[src/rtl/core/sjt_pkg.sv]
// Shared constants for the S-curve jerk-limited trajectory generator.
package sjt_pkg;

  localparam int VALUE_WIDTH_DEF = 48;
  localparam int COUNT_WIDTH_DEF = 20;

  // substep register is always 16 bits wide; nine of them need 20 bits
  localparam int SUBSTEP_W = 16;
  localparam int NINE_SUB_W = 20;

  // configuration register indexes
  localparam int CFG_IDX_W = 3;
  localparam logic [CFG_IDX_W-1:0] REG_JERK_STEP     = 3'd0;
  localparam logic [CFG_IDX_W-1:0] REG_SUBSTEP_TICKS = 3'd1;
  localparam logic [CFG_IDX_W-1:0] REG_FINAL_POS     = 3'd2;
  localparam logic [CFG_IDX_W-1:0] REG_ACCEL_LIMIT   = 3'd3;
  localparam logic [CFG_IDX_W-1:0] REG_POS_TOL       = 3'd4;

  // direction codes, two bit signed
  localparam logic [1:0] DIR_NEG  = 2'b11;
  localparam logic [1:0] DIR_NONE = 2'b00;
  localparam logic [1:0] DIR_POS  = 2'b01;

  // depth of the queue between front and back
  localparam int QUEUE_DEPTH = 2;
  localparam int QPTR_W = 1;
  localparam int QCNT_W = 2;

endpackage

[src/rtl/core/scurve_jerk_trajectory_generator.sv]
// Top level of the seven-segment jerk-limited S-curve trajectory generator.
//
//  channel   | direction | handshake                   | content
//  ----------+-----------+-----------------------------+---------------------------------
//  cfg       | in        | cfg_we_i                    | register index, write data
//  s_axis    | in        | s_axis_tvalid_i/tready_o    | one control tick (setpoint, start)
//  m_axis    | out       | m_axis_tvalid_o/tready_i    | one result per tick
//
//  One tick per clock while results are taken; a tick is written into the queue at the accepting
//  edge and integrated into the output register when the back end takes it from the queue.
//  The rate is set by the state update: the saturating adds are combinational and feed the next tick.
//  Reset empties the queue and clears the motion state and the result valid; registers
//  return to their reset values (substep of one tick).
//  A stalled result holds the back end; the two-entry queue fills, then s_axis_tready_o drops.
module scurve_jerk_trajectory_generator #(
  parameter int VALUE_WIDTH = sjt_pkg::VALUE_WIDTH_DEF,
  parameter int COUNT_WIDTH = sjt_pkg::COUNT_WIDTH_DEF,
  localparam int IN_W  = ((VALUE_WIDTH + 7) / 8) * 8,
  localparam int OUT_W = ((3 * VALUE_WIDTH + 4 + 7) / 8) * 8
) (
  input  logic                          clk_i,
  input  logic                          rst_ni,
  input  logic                          cfg_we_i,
  input  logic [sjt_pkg::CFG_IDX_W-1:0] cfg_idx_i,
  input  logic [VALUE_WIDTH-1:0]        cfg_data_i,
  input  logic                          s_axis_tvalid_i,
  output logic                          s_axis_tready_o,
  // setpoint, zero padded
  input  logic [IN_W-1:0]               s_axis_tdata_i,
  // start_req
  input  logic                          s_axis_tuser_i,
  output logic                          m_axis_tvalid_o,
  input  logic                          m_axis_tready_i,
  // position, velocity, acceleration, moving, direction, replan_flag, zero padded
  output logic [OUT_W-1:0]              m_axis_tdata_o
);
  import sjt_pkg::*;

  logic                     q_valid, q_ready, q_start;
  logic [VALUE_WIDTH-1:0]   q_setpoint;
  logic [3*VALUE_WIDTH+3:0] res_data;

  sjt_front #(
    .VALUE_WIDTH(VALUE_WIDTH)
  ) u_front (
    .clk_i        (clk_i),
    .rst_ni       (rst_ni),
    .in_valid_i   (s_axis_tvalid_i),
    .in_ready_o   (s_axis_tready_o),
    .in_start_i   (s_axis_tuser_i),
    .in_setpoint_i(s_axis_tdata_i[VALUE_WIDTH-1:0]),
    .q_valid_o    (q_valid),
    .q_ready_i    (q_ready),
    .q_start_o    (q_start),
    .q_setpoint_o (q_setpoint)
  );

  sjt_back #(
    .VALUE_WIDTH(VALUE_WIDTH),
    .COUNT_WIDTH(COUNT_WIDTH)
  ) u_back (
    .clk_i       (clk_i),
    .rst_ni      (rst_ni),
    .cfg_we_i    (cfg_we_i),
    .cfg_idx_i   (cfg_idx_i),
    .cfg_data_i  (cfg_data_i),
    .q_valid_i   (q_valid),
    .q_ready_o   (q_ready),
    .q_start_i   (q_start),
    .q_setpoint_i(q_setpoint),
    .out_valid_o (m_axis_tvalid_o),
    .out_ready_i (m_axis_tready_i),
    .out_data_o  (res_data)
  );

  // top padding bits are zero
  assign m_axis_tdata_o = OUT_W'(res_data);

endmodule

[src/rtl/core/sjt_front.sv]
// Front end: accepts ticks and queues them with their start flag for the back end.
module sjt_front #(
  parameter int VALUE_WIDTH = sjt_pkg::VALUE_WIDTH_DEF
) (
  input  logic                   clk_i,
  input  logic                   rst_ni,
  input  logic                   in_valid_i,
  output logic                   in_ready_o,
  input  logic                   in_start_i,
  input  logic [VALUE_WIDTH-1:0] in_setpoint_i,
  output logic                   q_valid_o,
  input  logic                   q_ready_i,
  output logic                   q_start_o,
  output logic [VALUE_WIDTH-1:0] q_setpoint_o
);
  import sjt_pkg::*;

  logic                   start_q    [QUEUE_DEPTH];
  logic [VALUE_WIDTH-1:0] setpoint_q [QUEUE_DEPTH];
  logic [QPTR_W-1:0]      wr_ptr_q, wr_ptr_d, rd_ptr_q, rd_ptr_d;
  logic [QCNT_W-1:0]      cnt_q, cnt_d;
  logic                   push, pop;

  assign in_ready_o   = (cnt_q != QCNT_W'(QUEUE_DEPTH));
  assign q_valid_o    = (cnt_q != '0);
  assign q_start_o    = start_q[rd_ptr_q];
  assign q_setpoint_o = setpoint_q[rd_ptr_q];

  assign push = in_valid_i & in_ready_o;
  assign pop  = q_valid_o & q_ready_i;

  always_comb begin
    wr_ptr_d = push ? wr_ptr_q + 1'b1 : wr_ptr_q;
    rd_ptr_d = pop ? rd_ptr_q + 1'b1 : rd_ptr_q;
    cnt_d    = cnt_q + QCNT_W'(push) - QCNT_W'(pop);
  end

  always_ff @(posedge clk_i or negedge rst_ni) begin
    if (!rst_ni) begin
      wr_ptr_q <= '0;
      rd_ptr_q <= '0;
      cnt_q    <= '0;
    end else begin
      wr_ptr_q <= wr_ptr_d;
      rd_ptr_q <= rd_ptr_d;
      cnt_q    <= cnt_d;
    end
  end

  always_ff @(posedge clk_i) begin
    if (push) begin
      start_q[wr_ptr_q]    <= in_start_i;
      setpoint_q[wr_ptr_q] <= in_setpoint_i;
    end
  end

endmodule

[src/rtl/core/sjt_back.sv]
// Back end: configuration, motion state, jerk schedule, integration and result register.
module sjt_back #(
  parameter int VALUE_WIDTH = sjt_pkg::VALUE_WIDTH_DEF,
  parameter int COUNT_WIDTH = sjt_pkg::COUNT_WIDTH_DEF
) (
  input  logic                             clk_i,
  input  logic                             rst_ni,
  input  logic                             cfg_we_i,
  input  logic [sjt_pkg::CFG_IDX_W-1:0]    cfg_idx_i,
  input  logic [VALUE_WIDTH-1:0]           cfg_data_i,
  input  logic                             q_valid_i,
  output logic                             q_ready_o,
  input  logic                             q_start_i,
  input  logic [VALUE_WIDTH-1:0]           q_setpoint_i,
  output logic                             out_valid_o,
  input  logic                             out_ready_i,
  output logic [3*VALUE_WIDTH+3:0]         out_data_o
);
  import sjt_pkg::*;

  localparam int VW = VALUE_WIDTH;
  localparam int EW = VW + 2;
  localparam int CMP_W = (COUNT_WIDTH > NINE_SUB_W) ? COUNT_WIDTH : NINE_SUB_W;
  localparam logic [CMP_W-1:0] CMAX = CMP_W'((64'd1 << COUNT_WIDTH) - 64'd1);
  localparam logic [COUNT_WIDTH-1:0] CNT_MAX = '1;
  localparam logic signed [EW-1:0] VMAX_E = {3'b000, {(VW-1){1'b1}}};
  localparam logic signed [EW-1:0] VMIN_E = {3'b111, {(VW-1){1'b0}}};

  // configuration
  logic signed [VW-1:0] jerk_q, final_q;
  logic [VW-2:0]        lim_q, tol_q;
  // phase boundaries at 1,2,3,6,7,8,9 substeps, plus the clamped duration
  logic [CMP_W-1:0]     b1_q, b2_q, b3_q, b6_q, b7_q, b8_q, b9_q, dur_q;
  logic [CMP_W-1:0]     s_w, s9_w;

  // motion state
  logic [COUNT_WIDTH-1:0] tick_q, tick_d;
  logic signed [VW-1:0]   acc_q, acc_d, vel_q, vel_d, pos_q, pos_d;
  logic                   exec_q, exec_d;
  logic [1:0]             ldir_q, dir_d;

  logic                   out_v_q;
  logic [3*VW+3:0]        out_q;
  logic                   fire;

  assign s_w  = CMP_W'(cfg_data_i[SUBSTEP_W-1:0]);
  assign s9_w = (s_w << 3) + s_w;

  always_ff @(posedge clk_i or negedge rst_ni) begin
    if (!rst_ni) begin
      jerk_q  <= '0;
      final_q <= '0;
      lim_q   <= '0;
      tol_q   <= '0;
      b1_q    <= CMP_W'(1);
      b2_q    <= CMP_W'(2);
      b3_q    <= CMP_W'(3);
      b6_q    <= CMP_W'(6);
      b7_q    <= CMP_W'(7);
      b8_q    <= CMP_W'(8);
      b9_q    <= CMP_W'(9);
      dur_q   <= CMP_W'(9);
    end else if (cfg_we_i) begin
      unique case (cfg_idx_i)
        REG_JERK_STEP: jerk_q  <= cfg_data_i;
        REG_FINAL_POS: final_q <= cfg_data_i;
        REG_ACCEL_LIMIT: lim_q <= cfg_data_i[VW-2:0];
        REG_POS_TOL:   tol_q   <= cfg_data_i[VW-2:0];
        REG_SUBSTEP_TICKS: begin
          b1_q  <= s_w;
          b2_q  <= s_w << 1;
          b3_q  <= (s_w << 1) + s_w;
          b6_q  <= (s_w << 2) + (s_w << 1);
          b7_q  <= (s_w << 3) - s_w;
          b8_q  <= s_w << 3;
          b9_q  <= s9_w;
          dur_q <= (s9_w > CMAX) ? CMAX : s9_w;
        end
        default: ;
      endcase
    end
  end

  // one tick of the move
  logic [COUNT_WIDTH-1:0]  tick_eff;
  logic                    exec_eff, done;
  logic [CMP_W-1:0]        t_ext, t_w;
  logic signed [VW:0]      jerk_x, jerk_sel, diff, tol_x;
  logic signed [EW-1:0]    acc_sum, vel_sum, pos_sum;
  logic signed [VW-1:0]    acc_sat, lim_s, acc_new, vel_new, pos_new;

  always_comb begin
    tick_eff = q_start_i ? '0 : tick_q;
    exec_eff = q_start_i | exec_q;
    t_ext    = CMP_W'(tick_eff);
    t_w      = (t_ext < dur_q) ? t_ext : dur_q;
    done     = (t_w >= dur_q);

    jerk_x = {jerk_q[VW-1], jerk_q};
    priority if (t_w < b1_q) jerk_sel = jerk_x;
    else if (t_w < b2_q)     jerk_sel = '0;
    else if (t_w < b3_q)     jerk_sel = -jerk_x;
    else if (t_w < b6_q)     jerk_sel = '0;
    else if (t_w < b7_q)     jerk_sel = -jerk_x;
    else if (t_w < b8_q)     jerk_sel = '0;
    else if (t_w < b9_q)     jerk_sel = jerk_x;
    else                     jerk_sel = '0;

    acc_sum = {{2{acc_q[VW-1]}}, acc_q} + {jerk_sel[VW], jerk_sel};
    if (acc_sum > VMAX_E)      acc_sat = VMAX_E[VW-1:0];
    else if (acc_sum < VMIN_E) acc_sat = VMIN_E[VW-1:0];
    else                       acc_sat = acc_sum[VW-1:0];

    lim_s   = {1'b0, lim_q};
    acc_new = acc_sat;
    if (lim_q != '0) begin
      if (acc_sat > lim_s)       acc_new = lim_s;
      else if (acc_sat < -lim_s) acc_new = -lim_s;
    end

    vel_sum = {{2{vel_q[VW-1]}}, vel_q} + {{2{acc_new[VW-1]}}, acc_new};
    if (vel_sum > VMAX_E)      vel_new = VMAX_E[VW-1:0];
    else if (vel_sum < VMIN_E) vel_new = VMIN_E[VW-1:0];
    else                       vel_new = vel_sum[VW-1:0];

    pos_sum = {{2{pos_q[VW-1]}}, pos_q} + {{2{vel_new[VW-1]}}, vel_new};
    if (pos_sum > VMAX_E)      pos_new = VMAX_E[VW-1:0];
    else if (pos_sum < VMIN_E) pos_new = VMIN_E[VW-1:0];
    else                       pos_new = pos_sum[VW-1:0];

    // deadband on the distance still to go, against the position before the tick
    diff  = {q_setpoint_i[VW-1], q_setpoint_i} - {pos_q[VW-1], pos_q};
    tol_x = {2'b00, tol_q};
    priority if (diff > tol_x) dir_d = DIR_POS;
    else if (diff < -tol_x)    dir_d = DIR_NEG;
    else                       dir_d = DIR_NONE;

    tick_d = tick_q;
    acc_d  = acc_q;
    vel_d  = vel_q;
    pos_d  = pos_q;
    exec_d = exec_eff;
    if (q_start_i) tick_d = '0;
    if (exec_eff) begin
      acc_d  = acc_new;
      vel_d  = vel_new;
      pos_d  = pos_new;
      tick_d = (tick_eff != CNT_MAX) ? tick_eff + 1'b1 : tick_eff;
      if (done) begin
        exec_d = 1'b0;
        pos_d  = final_q;
      end
    end
  end

  assign q_ready_o = !out_v_q || out_ready_i;
  assign fire      = q_valid_i && q_ready_o;

  always_ff @(posedge clk_i or negedge rst_ni) begin
    if (!rst_ni) begin
      tick_q  <= '0;
      acc_q   <= '0;
      vel_q   <= '0;
      pos_q   <= '0;
      exec_q  <= 1'b0;
      ldir_q  <= DIR_NONE;
      out_v_q <= 1'b0;
    end else begin
      if (fire) begin
        tick_q <= tick_d;
        acc_q  <= acc_d;
        vel_q  <= vel_d;
        pos_q  <= pos_d;
        exec_q <= exec_d;
        ldir_q <= dir_d;
      end
      if (fire)             out_v_q <= 1'b1;
      else if (out_ready_i) out_v_q <= 1'b0;
    end
  end

  always_ff @(posedge clk_i) begin
    if (fire) out_q <= {dir_d != ldir_q, dir_d, exec_d, acc_d, vel_d, pos_d};
  end

  assign out_valid_o = out_v_q;
  assign out_data_o  = out_q;

endmodule

[config.mk]
export PLATFORM = sky130hd
export DESIGN_NAME = scurve_jerk_trajectory_generator
export DESIGN_NICKNAME = d
export VERILOG_FILES = /design/src/rtl/core/sjt_pkg.sv /design/src/rtl/core/scurve_jerk_trajectory_generator.sv /design/src/rtl/core/sjt_front.sv /design/src/rtl/core/sjt_back.sv
export SDC_FILE = /design/constraint.sdc
export NUM_CORES = 2
export LEC_CHECK = 0
export BUFFER_PORTS_ARGS = -buffer_cell sky130_fd_sc_hd__buf_2
export CORE_ASPECT_RATIO = 0.5
export CORE_UTILIZATION = 34
export CTS_BUF_LIST = sky130_fd_sc_hd__clkbuf_16
export DETAILED_ROUTE_END_ITERATION = 12
export PLACE_DENSITY_LB_ADDON = 0.05
export SYNTH_ARGS = -nofsm -noshare
export SYNTH_HDL_FRONTEND = slang
export SYNTH_SLANG_ARGS = --single-unit
[constraint.sdc]
create_clock -name clk_i -period 25.7 [get_ports clk_i]
set_clock_uncertainty 0.2 [all_clocks]
set_input_delay 5.14 -clock clk_i [delete_from_list [all_inputs] [get_ports clk_i]]
set_output_delay 5.14 -clock clk_i [all_outputs]
set_load 0.01 [all_outputs]
==> run metrics <==
RSZ-0062 raised after global routing=no; post-layout min period=24.35 ns; final hold violation count=0; Post-synth EDFFs=246; CP dominant cell by count=buf_4; Hold-fix buffers, CTS=0; Slew Limit Fails=3; Pre-antenna DRT Iters=6; CTS tree=yes; DR DRC count=0; Primary FF master, synth=dfrtp_1; Synth top area share=between 20 and 25%; largest net degree at the start of global routing=between 90 and 100; Rows=103; YS warnings=0; Cell Area, Synth=between 0.05 and 0.06 mm²; post-synthesis sequential area ratio=around a third; I/O pin count=between 200 and 300; PnR worst setup slack=1.35 ns; area leader, netlist=dfrtp_1; CP endpoint kind=flop; post-DR wirelength/cell=roughly 28 µm; Final TNS setup=0 ns; Die W=568 µm; crit path max fanout=50; outcome=finished, violations left; Starting Density=approximately a third; nets=roughly 7,000; Port Buffers=254; max_cap viols=2; Cells after DPL=8,339; Yosys reg bits=696; HPWL after detailed placement=roughly 190,000 µm; antenna violations before repair=34; final setup vio count=0; fin cells=about 8,500; Post-CTS Setup Inserts=0; number of global-route vias before repair=46,000; total CTS buffers=76; highest clock rate=just over 40 MHz; antenna-violating nets left=0; CP max stage cell=a2111oi_1; CP max stage delay=approximately 0.82 ns; Core Footprint=0.158 mm²; final-layout fill cell count=16,100; Cell variety after synth=between 100 and 150; Multi-input gate area=~0.033 mm²; Synth area leaders=dfrtp_1 (20%), ha_1 (14%), edfxtp_1 (14%), mux2_2 (5.0%), o21ai_0 (4.9%); syn_area_per_cell=8.84 µm²; hold crit path type=flop to flop; FFs w/ async S/R, synth=roughly 65%; failing checks=capacitance limit, slew limit; vias per cell=5.75; commonest non-fill, non-tap cell in the layout=nand2_1; Reg clk slew, reported paths=roughly 0.060 ns; clk_lat worst skew=0.69 ns; routability cong.=approximately 0.95; startpoint types=flop; area delta synth->final=11.5%; starting DRC count in detailed routing=between 5,000 and 6,000; worst slew pin tran=about 1.6 ns; Crit Path Category=flop to flop; htree depth=3; FF+latch area=0.0187 mm²; proportion of layout cells with a drive suffix above 1=between 10% and 20%; first-pass GRT wire length=around 330,000 µm; Die Y=about 280 µm; gr ovfl total=0; Period Utilization, post-route=between 90% and 100%; Total Wirelength=234,000 µm; CP arrival=~25 ns; via count=about 49,000; post_cts resized=0; all-layer global routing usage=28.2%; most frequent cells in the layout=nand2_1 (612), ha_1 (593), o21ai_0 (530); Clock Tree Buf Depth=3; Critical Path RT=25.93 ns; Die ar.=around 0.16 mm²; Clock Sinks=696; Slew Limit Headroom=-8.21%; Clock Tree Root=clkbuf_16; Cells after Synth=approximately 6,000; worst slack, placed=approximately 1 ns
## sequential cells by signal, summed over array words and instances (netlist names), 2 cells and up
register	count
u_front.start_q	2
u_back.pos_q	48
u_back.tol_q	47
u_back.out_data_o	148
u_back.b9_q	20
u_back.ldir_q	2
u_back.dur_q	20
u_back.acc_q	48
u_back.final_q	48
u_front.setpoint_q	96
u_back.tick_q	20
u_back.b6_q	16
u_back.b7_q	19
u_back.vel_q	48
u_back.lim_q	47
u_front.cnt_q	2
u_back.jerk_q	48
u_back.b1_q	13
## worst max-delay path, delay by kind of cell (launching register included)
kind | cells | cell delay [ns]
compound gates | 30 | 10.77
simple gates | 21 | 5.68
buf+inv | 13 | 3.37
fa+ha+maj | 6 | 1.93
mux | 3 | 1.12
xor+xnor | 1 | 0.46
flops | 1 | 0.42
## synth_stat cells, types with 19 or more instances
| cell type | n |
|---|---|
| and2_1 | 36 |
| inv_1 | 435 |
| a211oi_1 | 57 |
| mux2i_1 | 23 |
| a2111oi_0 | 19 |
| xnor2_1 | 223 |
| nor2_1 | 407 |
| nor4_1 | 55 |
| xor2_1 | 82 |
| a31oi_1 | 55 |
| o211ai_1 | 39 |
| ha_1 | 593 |
| a21oi_1 | 493 |
| nor2b_1 | 50 |
| or2_2 | 21 |
| nand4_1 | 109 |
| a21o_1 | 202 |
| dfrtp_1 | 444 |
| nand3_1 | 106 |
| a21boi_0 | 38 |
| and3_1 | 54 |
| clkbuf_1 | 221 |
| buf_2 | 28 |
| o21a_1 | 38 |
| o21ai_0 | 531 |
| or4_1 | 30 |
| nand2_1 | 615 |
| or3_1 | 36 |
| nand2b_1 | 53 |
| o21bai_1 | 44 |
| o31ai_1 | 42 |
| edfxtp_1 | 246 |
| mux2_2 | 242 |
| nor3_1 | 116 |
## final timing paths
path,start,to,slack (ns),cells after the start
max,u_front.rd_ptr_q,u_back.out_data_o[9],1.35,74
min,u_back.b9_q[4],u_back.b9_q[4],0.29,2
max reg2reg,u_front.rd_ptr_q,u_back.out_data_o[9],1.35,74
min reg2reg,u_back.b9_q[4],u_back.b9_q[4],0.29,2
max in group asynchronous,rst_ni,u_back.lim_q[23],18.71,3
min in group asynchronous,rst_ni,u_front.cnt_q[1],4.20,1
## area by class of cell
| cell class | count | share of cell area [%] |
|---|---|---|
| multi-input combinational | 4762 | 54.8 |
| sequential | 696 | 30.7 |
| tap | 2100 | 4.33 |
| timing repair buffer | 344 | 3.24 |
| clock buffer | 77 | 3.17 |
| inverter | 437 | 2.71 |
| clock inverter | 65 | 0.985 |
| antenna | 7 | 0.0289 |
## through the flow
stage	utilization [%]	hold WS, ns	instance area, µm²
final	38.3	0.286	60700
after global routing	38.3	0.304	60700
after CTS	38.3	0.286	60700
after detailed placement	36.7	0.272	58100
after global placement	36.7	0.266	58100
after floorplan	-	0.249	54500
## metal layers
metal | global-route usage [%] | vias up | share of wire (%)
met4 | 6.42 | 10 | 2.3
met3 | 7.97 | 248 | 9.4
met1 | 43.9 | 24000 | 50
met5 | 0 | - | 0.027
li1 | - | 22800 | -
met2 | 37.2 | 1746 | 38
## logic make-up after synthesis
| family | count (synthesis) | synth area share [%] |
|---|---|---|
| AOI/OAI and AO/OA | 1815 | 20.9 |
| and+or+nand+nor | 1757 | 15.3 |
| buffers and inverters | 701 | 4.95 |
| DFF | 696 | 34.3 |
| adders and majority gates | 615 | 14.1 |
| xor gates and xnor gates | 305 | 4.91 |
| muxes | 266 | 5.45 |
| other | 1 | 0.00689 |
Power is left out: the tool's default activity adds up to more than one toggle a clock period on the data nets, which glitch-free logic cannot reach.
